### src/design/efd_pkg.sv
// types and constants of the escaped frame deframer
package efd_pkg;

  typedef logic [7:0]  byte_t;
  typedef logic [15:0] word_t;
  typedef logic [16:0] pos_t;
  typedef logic [1:0]  cfg_idx_t;

  typedef enum logic {
    KindPayload = 1'b0,
    KindEnd     = 1'b1
  } kind_e;

  localparam cfg_idx_t CfgStart  = 2'd0;
  localparam cfg_idx_t CfgEscape = 2'd1;
  localparam cfg_idx_t CfgPad    = 2'd2;

  localparam byte_t ResetStart  = 8'd126;
  localparam byte_t ResetEscape = 8'd125;
  localparam byte_t ResetPad    = 8'd32;

  localparam pos_t PosHunt   = 17'd0;
  localparam pos_t PosLenHi  = 17'd1;
  localparam pos_t PosLenLo  = 17'd2;
  localparam pos_t PosSource = 17'd3;
  localparam pos_t PosRssiHi = 17'd4;
  localparam pos_t PosRssiLo = 17'd5;
  localparam pos_t PosSnrHi  = 17'd6;
  localparam pos_t PosSnrLo  = 17'd7;
  localparam pos_t PosType   = 17'd8;
  localparam pos_t PosFirstPayload = 17'd9;
  localparam pos_t TrailerOffset   = 17'd2;

  localparam word_t MinLength    = 16'd7;
  localparam byte_t ChecksumBase = 8'hFF;

endpackage

### src/design/efd_ifs.sv
// valid/ready channels for raw bytes and deframed results
interface efd_rx_if;
  logic           valid;
  logic           ready;
  efd_pkg::byte_t rx_byte;

  modport source (output valid, output rx_byte, input ready);
  modport sink (input valid, input rx_byte, output ready);
endinterface

interface efd_res_if;
  logic              valid;
  logic              ready;
  efd_pkg::kind_e    kind;
  efd_pkg::byte_t    payload_data;
  efd_pkg::word_t    payload_index;
  efd_pkg::byte_t    source_address;
  efd_pkg::word_t    signal_strength;
  efd_pkg::word_t    noise_ratio;
  efd_pkg::byte_t    frame_type;
  efd_pkg::word_t    payload_length;
  logic              checksum_ok;
  logic              length_error;

  modport source (output valid, output kind, output payload_data, output payload_index,
                  output source_address, output signal_strength, output noise_ratio,
                  output frame_type, output payload_length, output checksum_ok,
                  output length_error, input ready);
  modport sink (input valid, input kind, input payload_data, input payload_index,
                input source_address, input signal_strength, input noise_ratio,
                input frame_type, input payload_length, input checksum_ok,
                input length_error, output ready);
endinterface

### src/design/escaped_frame_deframer_top.sv
// escaped frame deframer: byte-stuffed frame decode with header capture and checksum
//
// rx_i carries one raw link byte per beat. res_o carries one result beat per
// payload byte (kind payload, with its index) and one frame-end beat carrying
// the header fields, payload length, checksum status and length error.
// header bytes, escapes and bytes outside a frame give no beat; the checksum byte gives the frame-end beat.
// cfg_we_i writes start value, escape value or pad mask by cfg_idx_i; write
// only while the block is idle.
// a result is registered and appears on res_o in the cycle after its byte is taken.
// throughput: one byte per cycle; the decode sits between the byte handshake
// and the single result register, so rx_i.ready is high whenever that
// register is empty or being drained in the same cycle.
// when the receiver stalls, the held result stays and rx_i.ready drops until
// it is taken; no byte is lost.
// reset returns the registers to 126, 125 and 32, empties the result
// register and puts the block in start hunting.
module escaped_frame_deframer_top (
  input  logic                clk_i,
  input  logic                rst_ni,
  input  logic                cfg_we_i,
  input  efd_pkg::cfg_idx_t   cfg_idx_i,
  input  efd_pkg::byte_t      cfg_wdata_i,
  efd_rx_if.sink              rx_i,
  efd_res_if.source           res_o
);

  efd_pkg::byte_t start_q, escape_q, pad_q;
  efd_pkg::pos_t  pos_q, pos_d;
  logic           esc_q, esc_d;
  efd_pkg::word_t len_q, len_d;
  efd_pkg::byte_t src_q, src_d;
  efd_pkg::word_t rssi_q, rssi_d;
  efd_pkg::word_t snr_q, snr_d;
  efd_pkg::byte_t type_q, type_d;
  efd_pkg::byte_t sum_q, sum_d;

  logic           out_valid_q, out_valid_d;
  efd_pkg::kind_e kind_q, kind_d;
  efd_pkg::byte_t data_q, data_d;
  efd_pkg::word_t index_q, index_d;
  efd_pkg::byte_t osrc_q, osrc_d;
  efd_pkg::word_t orssi_q, orssi_d;
  efd_pkg::word_t osnr_q, osnr_d;
  efd_pkg::byte_t otype_q, otype_d;
  efd_pkg::word_t olen_q, olen_d;
  logic           ocks_q, ocks_d;
  logic           olerr_q, olerr_d;

  logic           accept;
  logic           emit;
  efd_pkg::byte_t raw;
  efd_pkg::byte_t decoded;
  efd_pkg::pos_t  end_pos;
  efd_pkg::pos_t  idx_full;

  assign rx_i.ready = !out_valid_q || res_o.ready;
  assign accept     = rx_i.valid && rx_i.ready;
  assign raw        = rx_i.rx_byte;
  assign decoded    = esc_q ? (raw ^ pad_q) : raw;
  assign end_pos    = {1'b0, len_q} + efd_pkg::TrailerOffset;
  assign idx_full   = pos_q - efd_pkg::PosFirstPayload;

  // configuration registers
  always_ff @(posedge clk_i or negedge rst_ni) begin
    if (!rst_ni) begin
      start_q  <= efd_pkg::ResetStart;
      escape_q <= efd_pkg::ResetEscape;
      pad_q    <= efd_pkg::ResetPad;
    end else if (cfg_we_i) begin
      unique case (cfg_idx_i)
        efd_pkg::CfgStart:  start_q  <= cfg_wdata_i;
        efd_pkg::CfgEscape: escape_q <= cfg_wdata_i;
        efd_pkg::CfgPad:    pad_q    <= cfg_wdata_i;
        default: ;
      endcase
    end
  end

  // per-byte decode
  always_comb begin
    pos_d   = pos_q;
    esc_d   = esc_q;
    len_d   = len_q;
    src_d   = src_q;
    rssi_d  = rssi_q;
    snr_d   = snr_q;
    type_d  = type_q;
    sum_d   = sum_q;
    emit    = 1'b0;
    kind_d  = efd_pkg::KindPayload;
    data_d  = '0;
    index_d = '0;
    osrc_d  = '0;
    orssi_d = '0;
    osnr_d  = '0;
    otype_d = '0;
    olen_d  = '0;
    ocks_d  = 1'b0;
    olerr_d = 1'b0;
    if (accept) begin
      if (raw == start_q) begin
        pos_d = efd_pkg::PosLenHi;
        esc_d = 1'b0;
      end else if (pos_q == efd_pkg::PosHunt) begin
        // hunting, byte dropped
      end else if (!esc_q && (raw == escape_q)) begin
        esc_d = 1'b1;
      end else begin
        esc_d = 1'b0;
        pos_d = pos_q + 17'd1;
        case (pos_q)
          efd_pkg::PosLenHi:  len_d = {decoded, 8'd0};
          efd_pkg::PosLenLo:  len_d = {len_q[15:8], decoded};
          efd_pkg::PosSource: begin
            src_d = decoded;
            sum_d = decoded;
          end
          efd_pkg::PosRssiHi: begin
            rssi_d = {decoded, 8'd0};
            sum_d  = sum_q + decoded;
          end
          efd_pkg::PosRssiLo: begin
            rssi_d = {rssi_q[15:8], decoded};
            sum_d  = sum_q + decoded;
          end
          efd_pkg::PosSnrHi: begin
            snr_d = {decoded, 8'd0};
            sum_d = sum_q + decoded;
          end
          efd_pkg::PosSnrLo: begin
            snr_d = {snr_q[15:8], decoded};
            sum_d = sum_q + decoded;
          end
          efd_pkg::PosType: begin
            type_d = decoded;
            sum_d  = sum_q + decoded;
          end
          default: begin
            emit = 1'b1;
            if (pos_q >= end_pos) begin
              // checksum byte closes the frame
              kind_d  = efd_pkg::KindEnd;
              osrc_d  = src_q;
              orssi_d = rssi_q;
              osnr_d  = snr_q;
              otype_d = type_q;
              olerr_d = (len_q < efd_pkg::MinLength);
              olen_d  = olerr_d ? '0 : (len_q - efd_pkg::MinLength);
              ocks_d  = ((efd_pkg::ChecksumBase - sum_q) == decoded);
              pos_d   = efd_pkg::PosHunt;
              sum_d   = '0;
            end else begin
              data_d  = decoded;
              index_d = idx_full[15:0];
              sum_d   = sum_q + decoded;
            end
          end
        endcase
      end
    end
  end

  always_comb begin
    out_valid_d = out_valid_q;
    if (emit) begin
      out_valid_d = 1'b1;
    end else if (res_o.ready) begin
      out_valid_d = 1'b0;
    end
  end

  always_ff @(posedge clk_i or negedge rst_ni) begin
    if (!rst_ni) begin
      pos_q       <= efd_pkg::PosHunt;
      esc_q       <= 1'b0;
      len_q       <= '0;
      src_q       <= '0;
      rssi_q      <= '0;
      snr_q       <= '0;
      type_q      <= '0;
      sum_q       <= '0;
      out_valid_q <= 1'b0;
    end else begin
      pos_q       <= pos_d;
      esc_q       <= esc_d;
      len_q       <= len_d;
      src_q       <= src_d;
      rssi_q      <= rssi_d;
      snr_q       <= snr_d;
      type_q      <= type_d;
      sum_q       <= sum_d;
      out_valid_q <= out_valid_d;
    end
  end

  // result register
  always_ff @(posedge clk_i) begin
    if (emit) begin
      kind_q  <= kind_d;
      data_q  <= data_d;
      index_q <= index_d;
      osrc_q  <= osrc_d;
      orssi_q <= orssi_d;
      osnr_q  <= osnr_d;
      otype_q <= otype_d;
      olen_q  <= olen_d;
      ocks_q  <= ocks_d;
      olerr_q <= olerr_d;
    end
  end

  assign res_o.valid           = out_valid_q;
  assign res_o.kind            = kind_q;
  assign res_o.payload_data    = data_q;
  assign res_o.payload_index   = index_q;
  assign res_o.source_address  = osrc_q;
  assign res_o.signal_strength = orssi_q;
  assign res_o.noise_ratio     = osnr_q;
  assign res_o.frame_type      = otype_q;
  assign res_o.payload_length  = olen_q;
  assign res_o.checksum_ok     = ocks_q;
  assign res_o.length_error    = olerr_q;

endmodule

### src/flat_wrapper.sv
// flat-port wrapper written by rule: the top's interface ports become plain ports
module escaped_frame_deframer_top_flat 
  (clk_i, rst_ni, cfg_we_i, cfg_idx_i, cfg_wdata_i, rx_i_valid, rx_i_rx_byte, rx_i_ready, res_o_valid, res_o_kind, res_o_payload_data, res_o_payload_index, res_o_source_address, res_o_signal_strength, res_o_noise_ratio, res_o_frame_type, res_o_payload_length, res_o_checksum_ok, res_o_length_error, res_o_ready);
  efd_rx_if rx_i_i ();
  efd_res_if res_o_i ();
  input  logic clk_i;
  input  logic rst_ni;
  input  logic cfg_we_i;
  input  efd_pkg::cfg_idx_t cfg_idx_i;
  input  efd_pkg::byte_t cfg_wdata_i;
  input wire logic [$bits(rx_i_i.valid)-1:0] rx_i_valid;
  input wire logic [$bits(rx_i_i.rx_byte)-1:0] rx_i_rx_byte;
  output wire logic [$bits(rx_i_i.ready)-1:0] rx_i_ready;
  output wire logic [$bits(res_o_i.valid)-1:0] res_o_valid;
  output wire logic [$bits(res_o_i.kind)-1:0] res_o_kind;
  output wire logic [$bits(res_o_i.payload_data)-1:0] res_o_payload_data;
  output wire logic [$bits(res_o_i.payload_index)-1:0] res_o_payload_index;
  output wire logic [$bits(res_o_i.source_address)-1:0] res_o_source_address;
  output wire logic [$bits(res_o_i.signal_strength)-1:0] res_o_signal_strength;
  output wire logic [$bits(res_o_i.noise_ratio)-1:0] res_o_noise_ratio;
  output wire logic [$bits(res_o_i.frame_type)-1:0] res_o_frame_type;
  output wire logic [$bits(res_o_i.payload_length)-1:0] res_o_payload_length;
  output wire logic [$bits(res_o_i.checksum_ok)-1:0] res_o_checksum_ok;
  output wire logic [$bits(res_o_i.length_error)-1:0] res_o_length_error;
  input wire logic [$bits(res_o_i.ready)-1:0] res_o_ready;
  assign rx_i_i.valid = rx_i_valid;
  assign rx_i_i.rx_byte = rx_i_rx_byte;
  assign rx_i_ready = rx_i_i.ready;
  assign res_o_valid = res_o_i.valid;
  assign res_o_kind = res_o_i.kind;
  assign res_o_payload_data = res_o_i.payload_data;
  assign res_o_payload_index = res_o_i.payload_index;
  assign res_o_source_address = res_o_i.source_address;
  assign res_o_signal_strength = res_o_i.signal_strength;
  assign res_o_noise_ratio = res_o_i.noise_ratio;
  assign res_o_frame_type = res_o_i.frame_type;
  assign res_o_payload_length = res_o_i.payload_length;
  assign res_o_checksum_ok = res_o_i.checksum_ok;
  assign res_o_length_error = res_o_i.length_error;
  assign res_o_i.ready = res_o_ready;
  escaped_frame_deframer_top u_core (.clk_i(clk_i), .rst_ni(rst_ni), .cfg_we_i(cfg_we_i), .cfg_idx_i(cfg_idx_i), .cfg_wdata_i(cfg_wdata_i), .rx_i(rx_i_i), .res_o(res_o_i));
endmodule
### config.mk
export PLATFORM = sky130hd
export DESIGN_NAME = escaped_frame_deframer_top_flat
export DESIGN_NICKNAME = d
export VERILOG_FILES = /design/src/design/efd_pkg.sv /design/src/design/efd_ifs.sv /design/src/design/escaped_frame_deframer_top.sv /design/src/flat_wrapper.sv
export SDC_FILE = /design/constraint.sdc
export NUM_CORES = 1
export LEC_CHECK = 0
export ABC_AREA = 0
export BUFFER_PORTS_ARGS = -buffer_cell sky130_fd_sc_hd__clkbuf_2
export CORE_UTILIZATION = 40
export DETAILED_ROUTE_END_ITERATION = 8
export MAX_ROUTING_LAYER = met4
export PLACE_DENSITY = 0.62
export SETUP_SLACK_MARGIN = 0.15
export SYNTH_ARGS = -nofsm -noshare
export SYNTH_HDL_FRONTEND = slang
export SYNTH_SLANG_ARGS = --single-unit
### constraint.sdc
create_clock -name clk_i -period 6.2 [get_ports clk_i]
set_clock_uncertainty 0.2 [all_clocks]
set_input_delay 0.62 -clock clk_i [delete_from_list [all_inputs] [get_ports clk_i]]
set_output_delay 0.62 -clock clk_i [all_outputs]
set_load 0.03 [all_outputs]
==> reports/metrics.yaml, run 1 <==
status:
  status: "finished, final reports clean"
setup_path:
  cpPeakStageDelay_ns: 0.73
  slowest_stage: "and3_1"
  criticalPathCategory: "flop to flop"
  crit_path_frequent_cell: "and3_1"
  end_kind: "flop"
  critPathBufInv: 0
  critPathTopFamily: "simple AND/OR/NAND/NOR gates"
  start_kind: "flop"
  required_ns: 6.37
  critPathArrivalTime_ns: 4.64
  path_cells: "nand3_1 -> nor2_1 -> and3_1 -> and3_1 -> nand3_1 -> xor2_1 -> ha_1 -> nand2_1 -> nor2_1 -> nand2_1 -> o21ai_1 -> and3_1 -> nand2_2 -> a21oi_1"
  crit_fanout: 18
timing:
  drv_slew: 0
  rsz0062_at_grt: "no"
  setup_violations: 0
  max_slew_margin: 0.2361
  setup_tns_ns: 0
  max_clock_freq_ghz: 0.2236
  hold_violations: 0
  worst_slew_pin_slew_ns: 1.142
  fin_crit_ns: 4.473
  post-route-period-util: 0.7215
route:
  routed_wl_mm: 21.95
  drt_iter0_drc: 394
  firstDrtPassIters: 5
  drcViolationCount: 0
  viasPerCell: 5.067
  dr_total_vias: 6678
  ant_nets: 0
  wire_per_inst_um: 16.65
final_layout:
  multi_input_area_um2: 3984
  seqCellArea_um2: 5627
  syn2layout_area_growth_pct: 16.00
  antenna_cells: 0
  layout.nets: 1032
  stdcell_count: 1318
  drive_gt1_frac: 0.2304
  fillers: 2207
  postLayoutCoreUtil: 0.4744
cts:
  cts_root_buffer: "clkbuf_16"
  numCtsBuffers: 23
  insertion_delay_ns: 0.52
  cts_tree: "built"
  path_clk_slew_ns: 0.06
  cts.sinks: 206
  post_cts_resized: 0
  cts-htree-levels: 1
  cts_buffer_depth: 3
hold_path:
  hp-class: "input pin to flop"
yosys:
  synthArstFlopShare: 0.5583
  synth-seq-cells: 206
  yosysWarnings: 0
  synth_cell_type_count: 66
  synthCells: 874
  ys.flop_type: "dfrtp_1"
  syn_nets: 929
  netlist_area_um2: 9945
  syn_area_per_cell_um2: 11.38
  synth_edf_count: 91
  synth-seq-area-share: 0.5658
global_routing:
  grt-ovfl-total: 0
  antenna_found_initial: 0
  grt_max_degree: 65
  grt_usage: 0.1832
  grt_pass1_wl_mm: 36.14
  grt_pass1_vias: 6638
power_and_ir_drop:
  power.leakage_nw: 4.955
  power.density_nw_per_um2: 514.7
  peakVddDrop_mv: 0.2811
  power.share.sequential: 0.387
  power.share.combinational: 0.381
  power.total_mw: 5.937
  p_int_mw: 3.584
  clkPwrFrac: 0.232
  p_sw_mw: 2.353
  p_sw_frac: 0.3964
floorplan:
  fp-row-count: 57
  initial_core_util: 0.4089
  die_x_um: 159.7
  io-pin-count: 116
  core_area_um2: 24320
  die-area_um2: 25500
  die_y_um: 159.7
place:
  gp_congestion: 0.8363
  dp_cells: 1275
  place_hpwl_mm: 15.03
  place.port_buffers: 115
job:
  maxCapViolCount: 0
[area by class of cell]
cell class | count | share of cell area
Multi-Input combinational cell | 597 | 0.3453
Timing Repair Buffer | 125 | 0.05683
Inverter | 24 | 0.007918
Clock inverter | 15 | 0.01226
Tap cell | 324 | 0.03514
Clock buffer | 27 | 0.05477
Sequential cell | 206 | 0.4877
[layer usage]
metal,global-route usage,up-vias,part of all wire
li1,-,3278,-
met1,0.2613,3223,0.50
met2,0.2771,146,0.44
met3,0.02623,31,0.039
met4,0.04021,0,0.020
met5,-,-,0
[flip-flops by register name, indices dropped and copies added (netlist names), 16 cells and up]
| register | flops |
|---|---|
| u_core.pos_q | 17 |
| u_core.snr_q | 16 |
| u_core.res_o.payload_length | 16 |
| u_core.rssi_q | 16 |
| u_core.len_q | 16 |
| u_core.res_o.signal_strength | 16 |
| u_core.res_o.payload_index | 16 |
| u_core.res_o.noise_ratio | 16 |
[worst paths after layout]
kind                                               from                                           end  slack (ns)  cells past startpoint
max                         u_core.len_q[3]$_DFFE_PN0P_  u_core.res_o.payload_length[3]$_SDFFCE_PP0P_        1.73                     14
min                                      cfg_wdata_i[7]                   u_core.pad_q[7]$_DFFE_PN0P_        0.17                      2
max reg2reg                 u_core.len_q[3]$_DFFE_PN0P_  u_core.res_o.payload_length[3]$_SDFFCE_PP0P_        1.73                     14
min reg2reg                u_core.rssi_q[8]$_DFFE_PN0P_                  u_core.rssi_q[8]$_DFFE_PN0P_        0.27                      2
max in group asynchronous                        rst_ni                u_core.escape_q[1]$_DFFE_PN0P_        4.01                      3
min in group asynchronous                        rst_ni                  u_core.rssi_q[5]$_DFFE_PN0P_        0.49                      2
[logic make-up (layout without fill, tap and decap cells)]
group	after synthesis	in the layout	share of synthesized area
buffers and inverters	71	191	0.03359
XOR/XNOR	67	67	0.05901
AND/OR/NAND/NOR	304	304	0.1556
adder cells (fa/ha/maj)	32	32	0.04102
flip-flops	206	206	0.5658
AO/OA/AOI/OAI	153	153	0.09852
multiplexers	41	41	0.04643
[synth_stat cells (all sizes together), types with 2 or more instances]
cell,instances,share of area
a211oi,6,0.0045
a21o,10,0.0075
a21oi,29,0.016
a22o,9,0.0079
a22oi,4,0.0030
a2bb2oi,2,0.0018
a31oi,2,0.0013
and2,51,0.032
and3,7,0.0044
buf,25,0.015
clkbuf,22,0.0091
dfrtp,102,0.26
dfstp,13,0.034
edfxtp,91,0.27
ha,31,0.039
inv,24,0.0091
mux2,41,0.046
nand2,86,0.033
nand2b,3,0.0019
nand3,25,0.013
nand3b,7,0.0065
nand4,8,0.0050
nor2,75,0.028
nor2b,3,0.0019
nor3,10,0.0050
nor3b,3,0.0028
nor4,12,0.010
o21ai,61,0.031
o21bai,2,0.0015
o22ai,2,0.0013
o2bb2ai,9,0.0079
o311ai,2,0.0018
o31ai,4,0.0030
o41ai,3,0.0026
or2,4,0.0025
or3,3,0.0019
or4,3,0.0026
xnor2,37,0.033
xor2,30,0.026
[worst register-to-register path, stage by stage, from the launching register on]
cell,delay (ns)
dfrtp_1,0.52
nand3_1,0.17
nor2_1,0.19
and3_1,0.26
and3_1,0.21
nand3_1,0.10
xor2_1,0.18
ha_1,0.31
nand2_1,0.07
nor2_1,0.10
nand2_1,0.05
o21ai_1,0.66
and3_1,0.73
nand2_2,0.36
a21oi_1,0.22
[power groups by stage]
stage	logic [mW]	registers [mW]	clock network (mW)
2_1_floorplan	1.42	2.61	0
3_3_place_gp	2.26	2.31	0
3_5_place_dp	2.27	2.33	0
4_1_cts	2.29	2.30	1.40
5_1_grt	2.51	2.36	1.46
6_report	2.26	2.30	1.37
[metrics by stage]
| stage | hold WS [ns] | worst slack [ns] | area (µm²) |
|---|---|---|---|
| final | 0.1717 | 1.727 | 11540 |
| after global routing | 0.1604 | 1.374 | 11540 |
| after CTS | 0.1592 | 1.759 | 11540 |
| after detailed placement | 0.2628 | 1.770 | 10750 |
| after floorplan | 0.1244 | 1.929 | 9945 |
| after global placement | 0.2529 | 1.896 | 10750 |
[layout by cell type, fill, tap and decap left out, drive strengths merged, types with 4 or more instances in the layout]
cell	Yosys	final
o31ai	4	4
ha	31	31
nand4	8	8
nand3	25	25
mux2	41	41
clkinv	0	13
inv	24	24
edfxtp	91	91
dfrtp	102	102
or2	4	4
nor4	12	12
a22oi	4	4
o2bb2ai	9	9
a211oi	6	6
nor2	75	75
o21ai	61	61
clkbuf	22	141
a21o	10	10
buf	25	10
xor2	30	30
dfstp	13	13
nand2	86	86
a21oi	29	29
and3	7	7
a22o	9	9
and2	51	51
nor3	10	10
nand3b	7	7
xnor2	37	37
[repair_timing]
item	4_1_cts	5_1_grt
hold buffers	1	0
endpoints found under the hold margin	51	0
buffers inserted	0	0
Note: power is estimated with default switching activity, not from simulation.
==> inputs of run 2 (changes only) <==
Settings changed: PLACE_DENSITY 0.62 to 0.64.
Clock period 6.2 ns to 3.8 ns, I/O delays scaled along.
==> run 2 against run 1 <==
Net effect:
- worst setup slack worse by 1.4 ns
- clock-buffer cell count up 3
- largest cell class unchanged
- power increased by 65%
- flip-flop and latch count is the same
- maximum frequency rose by 28%
- cell count grew 3.2%
- critical endpoint is now u_core.res_o.payload_index[3]$_SDFFCE_PP0P_
- critical path type unchanged
==> reports/metrics.yaml, run 2 (same netlist as run 1, synthesis figures left out) <==
route:
  dr_total_vias: 6842
  drt_iter0_drc: 424
  wire_per_inst_um: 16.38
  routed_wl_mm: 22.27
  ant_nets: 0
  firstDrtPassIters: 5
  drcViolationCount: 0
  viasPerCell: 5.031
cts:
  cts.sinks: 206
  cts_buffer_depth: 3
  cts_tree: "built"
  numCtsBuffers: 23
  path_clk_slew_ns: 0.06
  cts-htree-levels: 1
  insertion_delay_ns: 0.50
  cts_root_buffer: "clkbuf_16"
setup_path:
  end_kind: "flop"
  reg2reg_depth: 14
  start_kind: "flop"
  critPathArrivalTime_ns: 3.61
  criticalPathCategory: "flop to flop"
  r2r_slack_ns: 0.30
  required_ns: 3.91
  crit_fanout: 9
final_layout:
  syn2layout_area_growth_pct: 19.39
  final_cell_mix: "clkbuf_2 (114), dfrtp_1 (102), edfxtp_1 (91)"
  multi_input_area_um2: 4010
  drive_gt1_frac: 0.2577
  top_register: "u_core.pos_q"
  stdcell_count: 1360
  seqCellArea_um2: 5627
  antenna_cells: 0
  mostFrequentLayoutCell: "clkbuf_2"
  postLayoutCoreUtil: 0.4882
  layout.nets: 1075
  largest_reg_flops: 17
  fillers: 2201
power_and_ir_drop:
  power.share.sequential: 0.368
  power.share.combinational: 0.426
  power.leakage_nw: 5.133
  p_sw_mw: 3.868
  p_int_mw: 5.911
  p_sw_frac: 0.3955
  peakVddDrop_mv: 0.3685
  clkPwrFrac: 0.206
  power.density_nw_per_um2: 823.7
place:
  gp_congestion: 0.8523
  place.port_buffers: 115
  dp_cells: 1309
  place_hpwl_mm: 15.80
job:
  maxCapViolCount: 0
global_routing:
  grt_usage: 0.1829
  grt_pass1_wl_mm: 35.82
  grt_pass1_vias: 6652
  grt_max_degree: 56
  grt-ovfl-total: 0
  antenna_found_initial: 0
floorplan:
  fp-row-count: 57
  core_area_um2: 24320
  die_x_um: 159.7
  io-pin-count: 116
  die_y_um: 159.7
  die-area_um2: 25500
  initial_core_util: 0.4089
status:
  status: "finished, final reports clean"
timing:
  max_slew_margin: 0.5166
  worst_slew_pin_slew_ns: 0.7252
  fin_crit_ns: 3.495
  setup_violations: 0
  drv_slew: 0
  hold_violations: 0
  post-route-period-util: 0.9198
  max_clock_freq_ghz: 0.2861
  rsz0062_at_grt: "no"
  setup_tns_ns: 0
hold_path:
  hp-class: "input pin to flop"
  hold_depth: 3
-- run 2: changes by cell type in the layout (fill, tap and decap cells not counted), sizes merged --
cell	change
bufinv	-2
clkinvlp	+3
buf	+35
clkbuf	+3
clkinv	-5
dlygate4sd3	+8
-- run 2: cell type report --
type,count,area share
Sequential cell,206,0.4739
Multi-Input combinational cell,597,0.3378
Timing Repair Buffer,168,0.08895
Clock buffer,30,0.05238
Tap cell,324,0.03414
Inverter,24,0.007904
Clock inverter,11,0.004953
-- run 2: routing by layer --
layer,wire (µm),vias up,track usage
met5,0,-,-
li1,-,3371,-
met3,1056,30,0.02545
met4,312,0,0.03890
met1,10690,3267,0.2499
met2,10210,174,0.2906
-- run 2: timing repair --
item                                    in CTS  in global routing
buffers inserted                             0                  1
endpoints found under the setup margin       0                 85
hold buffers                                 9                  0
resized for setup                            0                 12
hold endpoints to repair                    69                  0
-- run 2: critical path, cell delays in order, from the launching register on --
cell	delay, ns
dfrtp_1	0.44
nand3_2	0.13
nor2_2	0.14
and3_1	0.19
and3_1	0.20
nand3_1	0.10
xor2_1	0.15
ha_1	0.31
a21oi_1	0.15
o21ai_0	0.10
a221oi_1	0.31
o21ai_2	0.13
buf_4	0.18
or2_4	0.29
nor3_1	0.28
-- run 2: per-stage QoR --
stage	power (mW)	cell area (µm²)	setup slack [ns]	hold WS, ns
detailed placement	7.766	11060	0.2325	0.2621
global placement	7.703	11060	0.2865	0.2533
floorplan	6.568	9950	0.2084	-0.1156
global route	10.40	11870	0.1232	0.09190
finish	9.779	11870	0.3049	0.05854
CTS	9.823	11830	0.1899	0.04521
-- run 2: final timing paths --
path | from | endpoint
setup / recovery | u_core.len_q[1]$_DFFE_PN0P_ | u_core.res_o.payload_index[3]$_SDFFCE_PP0P_
hold / removal | res_o_ready | u_core.res_o.valid$_DFFE_PN0P_
setup reg to reg | u_core.len_q[1]$_DFFE_PN0P_ | u_core.res_o.payload_index[3]$_SDFFCE_PP0P_
hold reg to reg | u_core.snr_q[13]$_DFFE_PN0P_ | u_core.snr_q[13]$_DFFE_PN0P_
max in group asynchronous | rst_ni | u_core.pos_q[9]$_DFFE_PN0P_
min in group asynchronous | rst_ni | u_core.snr_q[13]$_DFFE_PN0P_
-- run 2: power groups by stage --
stage	Combinational (mW)	Sequential, mW	Clock (mW)
5_1_grt	4.57	3.68	2.15
2_1_floorplan	2.32	4.25	0
4_1_cts	4.16	3.60	2.06
6_report	4.17	3.60	2.01
3_5_place_dp	4.13	3.64	0
3_3_place_gp	4.08	3.63	0
